===== config.mk =====
export PLATFORM = sky130hd
export DESIGN_NAME = sha1_message_digest
export DESIGN_NICKNAME = d
export VERILOG_FILES = /design/src/design/sha1_pkg.sv /design/src/design/sha1_ctrl.sv /design/src/design/sha1_dp.sv /design/src/design/sha1_message_digest.sv
export SDC_FILE = /design/constraint.sdc
export NUM_CORES = 2
export LEC_CHECK = 0
export ABC_AREA = 1
export BUFFER_PORTS_ARGS = -buffer_cell sky130_fd_sc_hd__buf_2
export CORE_ASPECT_RATIO = 0.7
export CORE_MARGIN = 2
export CORE_UTILIZATION = 25
export DETAILED_ROUTE_END_ITERATION = 16
export GPL_TIMING_DRIVEN = 0
export PLACE_DENSITY = 0.49
export RECOVER_POWER = 100
export SYNTH_ARGS = -nofsm -noshare
export SYNTH_HDL_FRONTEND = slang
export SYNTH_SLANG_ARGS = --single-unit

===== constraint.sdc =====
create_clock -name clk_i -period 9.6 [get_ports clk_i]
set_input_delay 1.44 -clock clk_i [delete_from_list [all_inputs] [get_ports clk_i]]
set_output_delay 1.44 -clock clk_i [all_outputs]
set_load 0.02 [all_outputs]

===== src/design/sha1_pkg.sv =====
// Shared types, constants and helpers for the SHA-1 digest block.
package sha1_pkg;

  localparam int unsigned NumRounds = 80;
  localparam int unsigned RndW      = 7;
  localparam int unsigned NumWords  = 16;
  localparam int unsigned NumChain  = 5;

  localparam logic [31:0] Iv0 = 32'h67452301;
  localparam logic [31:0] Iv1 = 32'hEFCDAB89;
  localparam logic [31:0] Iv2 = 32'h98BADCFE;
  localparam logic [31:0] Iv3 = 32'h10325476;
  localparam logic [31:0] Iv4 = 32'hC3D2E1F0;

  localparam logic [31:0] K0 = 32'h5A827999;
  localparam logic [31:0] K1 = 32'h6ED9EBA1;
  localparam logic [31:0] K2 = 32'h8F1BBCDC;
  localparam logic [31:0] K3 = 32'hCA62C1D6;

  localparam logic [7:0] PadByte = 8'h80;

  localparam logic [2:0] LastIdx = 3'd4;

  // Controller states
  typedef enum logic [2:0] {
    ST_IDLE,
    ST_PAD,
    ST_LEN,
    ST_ROUND,
    ST_ADD,
    ST_OUT
  } state_e;

  // What the block being compressed is
  typedef enum logic [1:0] {
    CMP_DATA,
    CMP_PAD1,
    CMP_FINAL
  } phase_e;

  // Datapath operations
  typedef enum logic [2:0] {
    DP_NOP,
    DP_BYTE,
    DP_PAD,
    DP_LEN,
    DP_ROUND,
    DP_ADD,
    DP_RESET
  } dp_op_e;

  // Round group selects f and K
  typedef enum logic [1:0] {
    GRP_CH,
    GRP_PAR0,
    GRP_MAJ,
    GRP_PAR1
  } grp_e;

  typedef struct packed {
    dp_op_e     op;
    grp_e       grp;
    logic [2:0] out_sel;
  } sha1_cmd_t;

  typedef struct packed {
    logic blk_full;  // next byte lands in the last slot of the block
    logic pad_two;   // padding spills into a second block
  } sha1_sts_t;

  function automatic logic [31:0] iv_word(input logic [2:0] idx);
    logic [31:0] v;
    case (idx)
      3'd0:    v = Iv0;
      3'd1:    v = Iv1;
      3'd2:    v = Iv2;
      3'd3:    v = Iv3;
      default: v = Iv4;
    endcase
    return v;
  endfunction

  function automatic logic [31:0] round_k(input grp_e grp);
    logic [31:0] v;
    case (grp)
      GRP_CH:   v = K0;
      GRP_PAR0: v = K1;
      GRP_MAJ:  v = K2;
      default:  v = K3;
    endcase
    return v;
  endfunction

endpackage


===== src/design/sha1_ctrl.sv =====
// Controller state machine: sequences byte intake, padding, rounds and digest output.
module sha1_ctrl (
  input  logic                clk_i,
  input  logic                rst_ni,
  input  logic                in_valid_i,
  output logic                in_ready_o,
  input  logic                byte_present_i,
  input  logic                is_last_i,
  output logic                out_valid_o,
  input  logic                out_ready_i,
  output logic [2:0]          word_index_o,
  output logic                last_word_o,
  input  sha1_pkg::sha1_sts_t sts_i,
  output sha1_pkg::sha1_cmd_t cmd_o
);

  localparam int unsigned RndW = sha1_pkg::RndW;

  sha1_pkg::state_e            state_q, state_d;
  sha1_pkg::phase_e            phase_q, phase_d;
  logic                        last_q, last_d;
  logic [sha1_pkg::RndW-1:0]   rnd_q, rnd_d;
  logic [2:0]                  idx_q, idx_d;

  // Hold state
  always_ff @(posedge clk_i or negedge rst_ni) begin
    if (!rst_ni) begin
      state_q <= sha1_pkg::ST_IDLE;
      phase_q <= sha1_pkg::CMP_DATA;
      last_q  <= 1'b0;
      rnd_q   <= '0;
      idx_q   <= '0;
    end else begin
      state_q <= state_d;
      phase_q <= phase_d;
      last_q  <= last_d;
      rnd_q   <= rnd_d;
      idx_q   <= idx_d;
    end
  end

  // Next state and commands
  always_comb begin
    state_d       = state_q;
    phase_d       = phase_q;
    last_d        = last_q;
    rnd_d         = rnd_q;
    idx_d         = idx_q;
    in_ready_o    = 1'b0;
    out_valid_o   = 1'b0;
    cmd_o.op      = sha1_pkg::DP_NOP;
    cmd_o.out_sel = idx_q;

    if (rnd_q < RndW'(20))      cmd_o.grp = sha1_pkg::GRP_CH;
    else if (rnd_q < RndW'(40)) cmd_o.grp = sha1_pkg::GRP_PAR0;
    else if (rnd_q < RndW'(60)) cmd_o.grp = sha1_pkg::GRP_MAJ;
    else                        cmd_o.grp = sha1_pkg::GRP_PAR1;

    case (state_q)
      sha1_pkg::ST_IDLE: begin
        in_ready_o = 1'b1;
        if (in_valid_i) begin
          if (byte_present_i) cmd_o.op = sha1_pkg::DP_BYTE;
          if (byte_present_i && sts_i.blk_full) begin
            last_d  = is_last_i;
            phase_d = sha1_pkg::CMP_DATA;
            rnd_d   = '0;
            state_d = sha1_pkg::ST_ROUND;
          end else if (is_last_i) begin
            state_d = sha1_pkg::ST_PAD;
          end
        end
      end
      sha1_pkg::ST_PAD: begin
        cmd_o.op = sha1_pkg::DP_PAD;
        phase_d  = sts_i.pad_two ? sha1_pkg::CMP_PAD1 : sha1_pkg::CMP_FINAL;
        rnd_d    = '0;
        state_d  = sha1_pkg::ST_ROUND;
      end
      sha1_pkg::ST_LEN: begin
        cmd_o.op = sha1_pkg::DP_LEN;
        phase_d  = sha1_pkg::CMP_FINAL;
        rnd_d    = '0;
        state_d  = sha1_pkg::ST_ROUND;
      end
      sha1_pkg::ST_ROUND: begin
        cmd_o.op = sha1_pkg::DP_ROUND;
        if (rnd_q == RndW'(sha1_pkg::NumRounds - 1)) begin
          rnd_d   = '0;
          state_d = sha1_pkg::ST_ADD;
        end else begin
          rnd_d = rnd_q + RndW'(1);
        end
      end
      sha1_pkg::ST_ADD: begin
        cmd_o.op = sha1_pkg::DP_ADD;
        case (phase_q)
          sha1_pkg::CMP_DATA: begin
            last_d  = 1'b0;
            state_d = last_q ? sha1_pkg::ST_PAD : sha1_pkg::ST_IDLE;
          end
          sha1_pkg::CMP_PAD1: state_d = sha1_pkg::ST_LEN;
          default: begin
            idx_d   = '0;
            state_d = sha1_pkg::ST_OUT;
          end
        endcase
      end
      sha1_pkg::ST_OUT: begin
        out_valid_o = 1'b1;
        if (out_ready_i) begin
          if (idx_q == sha1_pkg::LastIdx) begin
            cmd_o.op = sha1_pkg::DP_RESET;
            idx_d    = '0;
            state_d  = sha1_pkg::ST_IDLE;
          end else begin
            idx_d = idx_q + 3'd1;
          end
        end
      end
      default: state_d = sha1_pkg::ST_IDLE;
    endcase
  end

  assign word_index_o = idx_q;
  assign last_word_o  = (idx_q == sha1_pkg::LastIdx);

endmodule


===== src/design/sha1_dp.sv =====
// Datapath: block buffer, bit count, chaining value and the shared round unit.
module sha1_dp (
  input  logic                clk_i,
  input  logic                rst_ni,
  input  logic [7:0]          data_byte_i,
  input  sha1_pkg::sha1_cmd_t cmd_i,
  output sha1_pkg::sha1_sts_t sts_o,
  output logic [31:0]         digest_word_o
);

  logic [31:0] blk_q   [sha1_pkg::NumWords];
  logic [31:0] chain_q [sha1_pkg::NumChain];
  logic [63:0] bitlen_q;
  logic [31:0] a_q, b_q, c_q, d_q, e_q;

  logic [5:0]  pos;
  logic [3:0]  wi;
  logic [4:0]  sh;
  logic [7:0]  put_val;
  logic [31:0] ins_word;
  logic [31:0] w_mix, w_new;
  logic [31:0] f_val, temp;

  // Byte placement within the block
  assign pos      = bitlen_q[8:3];
  assign wi       = pos[5:2];
  assign sh       = {~pos[1:0], 3'b000};
  assign put_val  = (cmd_i.op == sha1_pkg::DP_BYTE) ? data_byte_i : sha1_pkg::PadByte;
  assign ins_word = ((pos[1:0] == 2'b00) ? 32'h0 : blk_q[wi]) | ({24'h0, put_val} << sh);

  assign sts_o.blk_full = (pos == 6'd63);
  assign sts_o.pad_two  = (pos[5:3] == 3'b111);

  // Message schedule off the sliding window
  assign w_mix = blk_q[13] ^ blk_q[8] ^ blk_q[2] ^ blk_q[0];
  assign w_new = {w_mix[30:0], w_mix[31]};

  // Round function
  always_comb begin
    case (cmd_i.grp)
      sha1_pkg::GRP_CH:  f_val = (b_q & c_q) | (~b_q & d_q);
      sha1_pkg::GRP_MAJ: f_val = (b_q & c_q) | (b_q & d_q) | (c_q & d_q);
      default:           f_val = b_q ^ c_q ^ d_q;
    endcase
  end

  assign temp = {a_q[26:0], a_q[31:27]} + f_val + e_q + sha1_pkg::round_k(cmd_i.grp)
                + blk_q[0];

  // Update block buffer: byte insert, padding, length and schedule shift
  always_ff @(posedge clk_i) begin
    case (cmd_i.op)
      sha1_pkg::DP_BYTE: blk_q[wi] <= ins_word;
      sha1_pkg::DP_PAD: begin
        for (int i = 0; i < sha1_pkg::NumWords; i++) begin
          if (4'(i) == wi) begin
            blk_q[i] <= ins_word;
          end else if (4'(i) > wi) begin
            if (!sts_o.pad_two && i == 14)      blk_q[i] <= bitlen_q[63:32];
            else if (!sts_o.pad_two && i == 15) blk_q[i] <= bitlen_q[31:0];
            else                                blk_q[i] <= 32'h0;
          end
        end
      end
      sha1_pkg::DP_LEN: begin
        for (int i = 0; i < sha1_pkg::NumWords; i++) begin
          if (i == 14)      blk_q[i] <= bitlen_q[63:32];
          else if (i == 15) blk_q[i] <= bitlen_q[31:0];
          else              blk_q[i] <= 32'h0;
        end
      end
      sha1_pkg::DP_ROUND: begin
        for (int i = 0; i < sha1_pkg::NumWords - 1; i++) blk_q[i] <= blk_q[i+1];
        blk_q[sha1_pkg::NumWords-1] <= w_new;
      end
      default: ;
    endcase
  end

  // Advance working variables; reload from the chaining value between blocks
  always_ff @(posedge clk_i) begin
    if (cmd_i.op == sha1_pkg::DP_ROUND) begin
      a_q <= temp;
      b_q <= a_q;
      c_q <= {b_q[1:0], b_q[31:2]};
      d_q <= c_q;
      e_q <= d_q;
    end else begin
      a_q <= chain_q[0];
      b_q <= chain_q[1];
      c_q <= chain_q[2];
      d_q <= chain_q[3];
      e_q <= chain_q[4];
    end
  end

  // Hold chaining value and bit count
  always_ff @(posedge clk_i or negedge rst_ni) begin
    if (!rst_ni) begin
      for (int i = 0; i < sha1_pkg::NumChain; i++) chain_q[i] <= sha1_pkg::iv_word(3'(i));
      bitlen_q <= '0;
    end else begin
      case (cmd_i.op)
        sha1_pkg::DP_BYTE: bitlen_q[63:3] <= bitlen_q[63:3] + 61'd1;
        sha1_pkg::DP_ADD: begin
          chain_q[0] <= chain_q[0] + a_q;
          chain_q[1] <= chain_q[1] + b_q;
          chain_q[2] <= chain_q[2] + c_q;
          chain_q[3] <= chain_q[3] + d_q;
          chain_q[4] <= chain_q[4] + e_q;
        end
        sha1_pkg::DP_RESET: begin
          for (int i = 0; i < sha1_pkg::NumChain; i++) chain_q[i] <= sha1_pkg::iv_word(3'(i));
          bitlen_q <= '0;
        end
        default: ;
      endcase
    end
  end

  // Select digest word for output
  always_comb begin
    case (cmd_i.out_sel)
      3'd0:    digest_word_o = chain_q[0];
      3'd1:    digest_word_o = chain_q[1];
      3'd2:    digest_word_o = chain_q[2];
      3'd3:    digest_word_o = chain_q[3];
      default: digest_word_o = chain_q[4];
    endcase
  end

endmodule


===== src/design/sha1_message_digest.sv =====
// Top level: byte-serial SHA-1 digest, controller plus datapath.
// Message byte beats are taken while idle; the beat that fills a 64-byte block
// is followed by 80 rounds of the single round unit and one chaining add.
// A last beat adds a padding step and one compression (two, with a length block
// between, if padding spills), then five digest beats, one per cycle at best.
// Reset (asynchronous, active low) loads the initial hash, clears the bit count
// and idles the controller; the buffer needs no clearing.
module sha1_message_digest (
  input  logic        clk_i,
  input  logic        rst_ni,
  input  logic        in_valid_i,
  output logic        in_ready_o,
  input  logic [7:0]  data_byte_i,
  input  logic        byte_present_i,
  input  logic        is_last_i,
  output logic        out_valid_o,
  input  logic        out_ready_i,
  output logic [31:0] digest_word_o,
  output logic [2:0]  word_index_o,
  output logic        last_word_o
);

  sha1_pkg::sha1_cmd_t cmd;
  sha1_pkg::sha1_sts_t sts;

  sha1_ctrl u_ctrl (
    .clk_i          (clk_i),
    .rst_ni         (rst_ni),
    .in_valid_i     (in_valid_i),
    .in_ready_o     (in_ready_o),
    .byte_present_i (byte_present_i),
    .is_last_i      (is_last_i),
    .out_valid_o    (out_valid_o),
    .out_ready_i    (out_ready_i),
    .word_index_o   (word_index_o),
    .last_word_o    (last_word_o),
    .sts_i          (sts),
    .cmd_o          (cmd)
  );

  sha1_dp u_dp (
    .clk_i         (clk_i),
    .rst_ni        (rst_ni),
    .data_byte_i   (data_byte_i),
    .cmd_i         (cmd),
    .sts_o         (sts),
    .digest_word_o (digest_word_o)
  );

endmodule


==> flow_metrics.tcl <==
set metrics [dict create \
    drtIter0Drc 13528 \
    violations "max-capacitance violations, max-slew violations" \
    syn_inst 8969 \
    clockBufferDepth 3 \
    antenna_left 0 \
    grt_start_max_net_pins 92 \
    hold_viol 0 \
    routed_wl_um 452000 \
    postLayoutCellArea_um2 70400 \
    cts_resized 0 \
    clkTransAtPathRegs_ns 0.07 \
    drc 0 \
    post_dp_cell_area_um2 67000 \
    gp_congestion 1.06 \
    viasPerCell 5.79 \
    drive_above_1_share 0.0507 \
    dp_cells 12358 \
    power_mw 8.60 \
    hold_buffers 0 \
    pwr-share-comb 0.004 \
    clock_sinks 909 \
    maxSlewViolCount 635 \
    cts_setup_buffers 0 \
    dieArea_um2 252000 \
    dpl.hpwl_um 365000 \
    rsz0062_at_grt "no" \
    vias 72901 \
    ir_drop_uv 152 \
    end_kind "flip-flop" \
    antenna_found_initial 59 \
    placementRows 152 \
    p_leak_nw 31.7 \
    yosysSeqAreaShare 0.355 \
    synth_edf_count 256 \
    core_um2 246000 \
    syn_to_final_growth_pct 13.4 \
    worst_pin_slew_ns 3.87 \
    port_buffers 51 \
    async_flop_share 0.261 \
    setup_slack_ns 1.67 \
    grt_pass1_vias 63858 \
    wire_per_inst_um 35.9 \
    period_needed_ns 7.93 \
    most-common-layout-cells "nand2_1 (3,046), o21ai_0 (1,021), inv_1 (903), a21oi_1 (676), dfxtp_1 (416)" \
    netSwitchingPower_mw 2.12 \
    final_cells 12600 \
    ctsHtreeMaxLevel 3 \
    clkPwrFrac 0.538 \
    gr-total-overflow 0 \
    synth_warnings 0 \
    fin_nets 9501 \
    synthFlopType "dfxtp_1" \
    crit_path_max_fanout 18 \
    syn-num-nets 9313 \
    setup_viol 0 \
    finalClockSkew_ns 0.0863 \
    ios 52 \
    die_w_um 599 \
    p_int_mw 6.47 \
    hold_path_class "flip-flop to flip-flop" \
    status "complete, but fails checks" \
    die_y_um 421 \
    slew_headroom -1.58 \
    final_common_cell "nand2_1" \
    pwr-share-seq 0.458 \
    cp.arrival_ns 8.30 \
    synthDistinctLibCells 61 \
    cts_made_buffers 108 \
    final.setup.tns_ns 0 \
    worstSkewPairLatency_ns 0.83 \
    whs_ns 0.481 \
    swShare 0.247 \
    drt-pass1-iter-count 14 \
    netlist_area_um2 62000 \
    worstPathRequired_ns 9.97 \
    cts_root_buf "clkbuf_16" \
    cp-start-kind "flip-flop" \
    dp_slack_ns 2.32 \
    grt_first_pass_wirelength_um 588000 \
    grt_use_total 0.347 \
    fin_crit_sh 0.826 \
    critPathKind "flip-flop to flip-flop" \
    cts_tree "built" \
    start_util 0.252 \
    fmax_mhz 126 \
    ys_ff_latch 909 \
    drv_cap 50 \
    fin_util 0.286 \
    p_per_area_nw_per_um2 122 \
    syn_area_per_cell_um2 6.92 \
]
-- final cells by class --
cell class,instances,area (µm²)
clock inverter,55,558
fill,27364,176000
timing repair buffer,78,460
sequential,909,22000
clock buffer,150,3200
multi-input combinational,6699,34600
antenna,37,92.6
inverter,924,3470
tap,3311,4140
buffer,437,1810
-- power by group through the flow --
stage | clock (mW) | combinational [mW] | sequential, mW
after floorplan | 0 | 0.000273 | 4.02
after global placement | 0 | 0.0324 | 4.02
after detailed placement | 0 | 0.0357 | 4.02
after CTS | 4.61 | 0.0359 | 3.94
after global routing | 4.75 | 0.0381 | 3.93
final | 4.63 | 0.0342 | 3.93
-- routing by layer --
metal	part of all wire	vias up	GRT usage	wire length [µm]
met4	0.025	20	0.0779	11500
met1	0.46	36401	0.529	207000
met3	0.18	599	0.189	82600
li1	-	30052	-	-
met2	0.33	5829	0.399	151000
met5	0.00051	-	0.00285	229
-- logic make-up after synthesis --
kind of cell / after synthesis / share of synthesized area
buffers and inverters: 1361 / 0.0860
AND/OR/NAND/NOR: 4022 / 0.261
AO/OA/AOI/OAI: 2180 / 0.193
adder cells (fa/ha/maj): 330 / 0.0817
multiplexers: 3 / 0.000484
flip-flops: 909 / 0.355
XOR/XNOR: 164 / 0.0232
-- registers in the layout, summed over array words and instances, names as in the netlist --
register and flops:
u_ctrl.last_q 1, u_ctrl.state_q 3, u_ctrl.word_index_o 3, u_dp.bitlen_q 61, u_dp.e_q 32, u_dp.d_q 32
u_ctrl.rnd_q 7, u_dp.chain_q 160, u_dp.b_q 32, u_dp.a_q 32, u_ctrl.phase_q 2, u_dp.c_q 32
u_dp.blk_q 512
-- critical path, stage by stage, from the launching register on --
cell	delay [ns]
dfrtp_1	0.32
clkbuf_1	0.61
inv_1	0.35
nor2_1	1.70
clkbuf_1	1.24
nand2_1	0.26
o21ai_4	0.20
clkbuf_1	1.37
clkbuf_1	1.41
-- cell usage after synthesis, drive strengths merged, types with 80 or more instances --
master | count | share of area
o22ai | 155 | 0.016
nand3 | 355 | 0.029
o21ai | 1033 | 0.083
buf | 158 | 0.013
ha | 205 | 0.041
nand2 | 3048 | 0.19
nand4 | 82 | 0.0083
nor2 | 403 | 0.025
xnor2 | 125 | 0.018
dfstp | 80 | 0.034
clkbuf | 279 | 0.017
edfxtp | 256 | 0.12
a21oi | 678 | 0.055
dfxtp | 416 | 0.13
dfrtp | 157 | 0.063
inv | 922 | 0.056
fa | 125 | 0.040
-- path summary, 6_finish.rpt --
path | start | to | slack (ns) | depth (start not counted)
worst min-delay path | u_dp.blk_q[6][16] | u_dp.blk_q[6][16] | 0.48 | 2
min in group asynchronous | rst_ni | u_dp.bitlen_q[61] | 2.01 | 1
worst max-delay path | u_dp.bitlen_q[8] | u_dp.blk_q[9][16] | 1.67 | 8
max in group asynchronous | rst_ni | u_ctrl.rnd_q[0] | 5.39 | 1
worst max register to register | u_dp.bitlen_q[8] | u_dp.blk_q[9][16] | 1.67 | 8
worst min register to register | u_dp.blk_q[6][16] | u_dp.blk_q[6][16] | 0.48 | 2
Power figures use the tool's default switching activity.
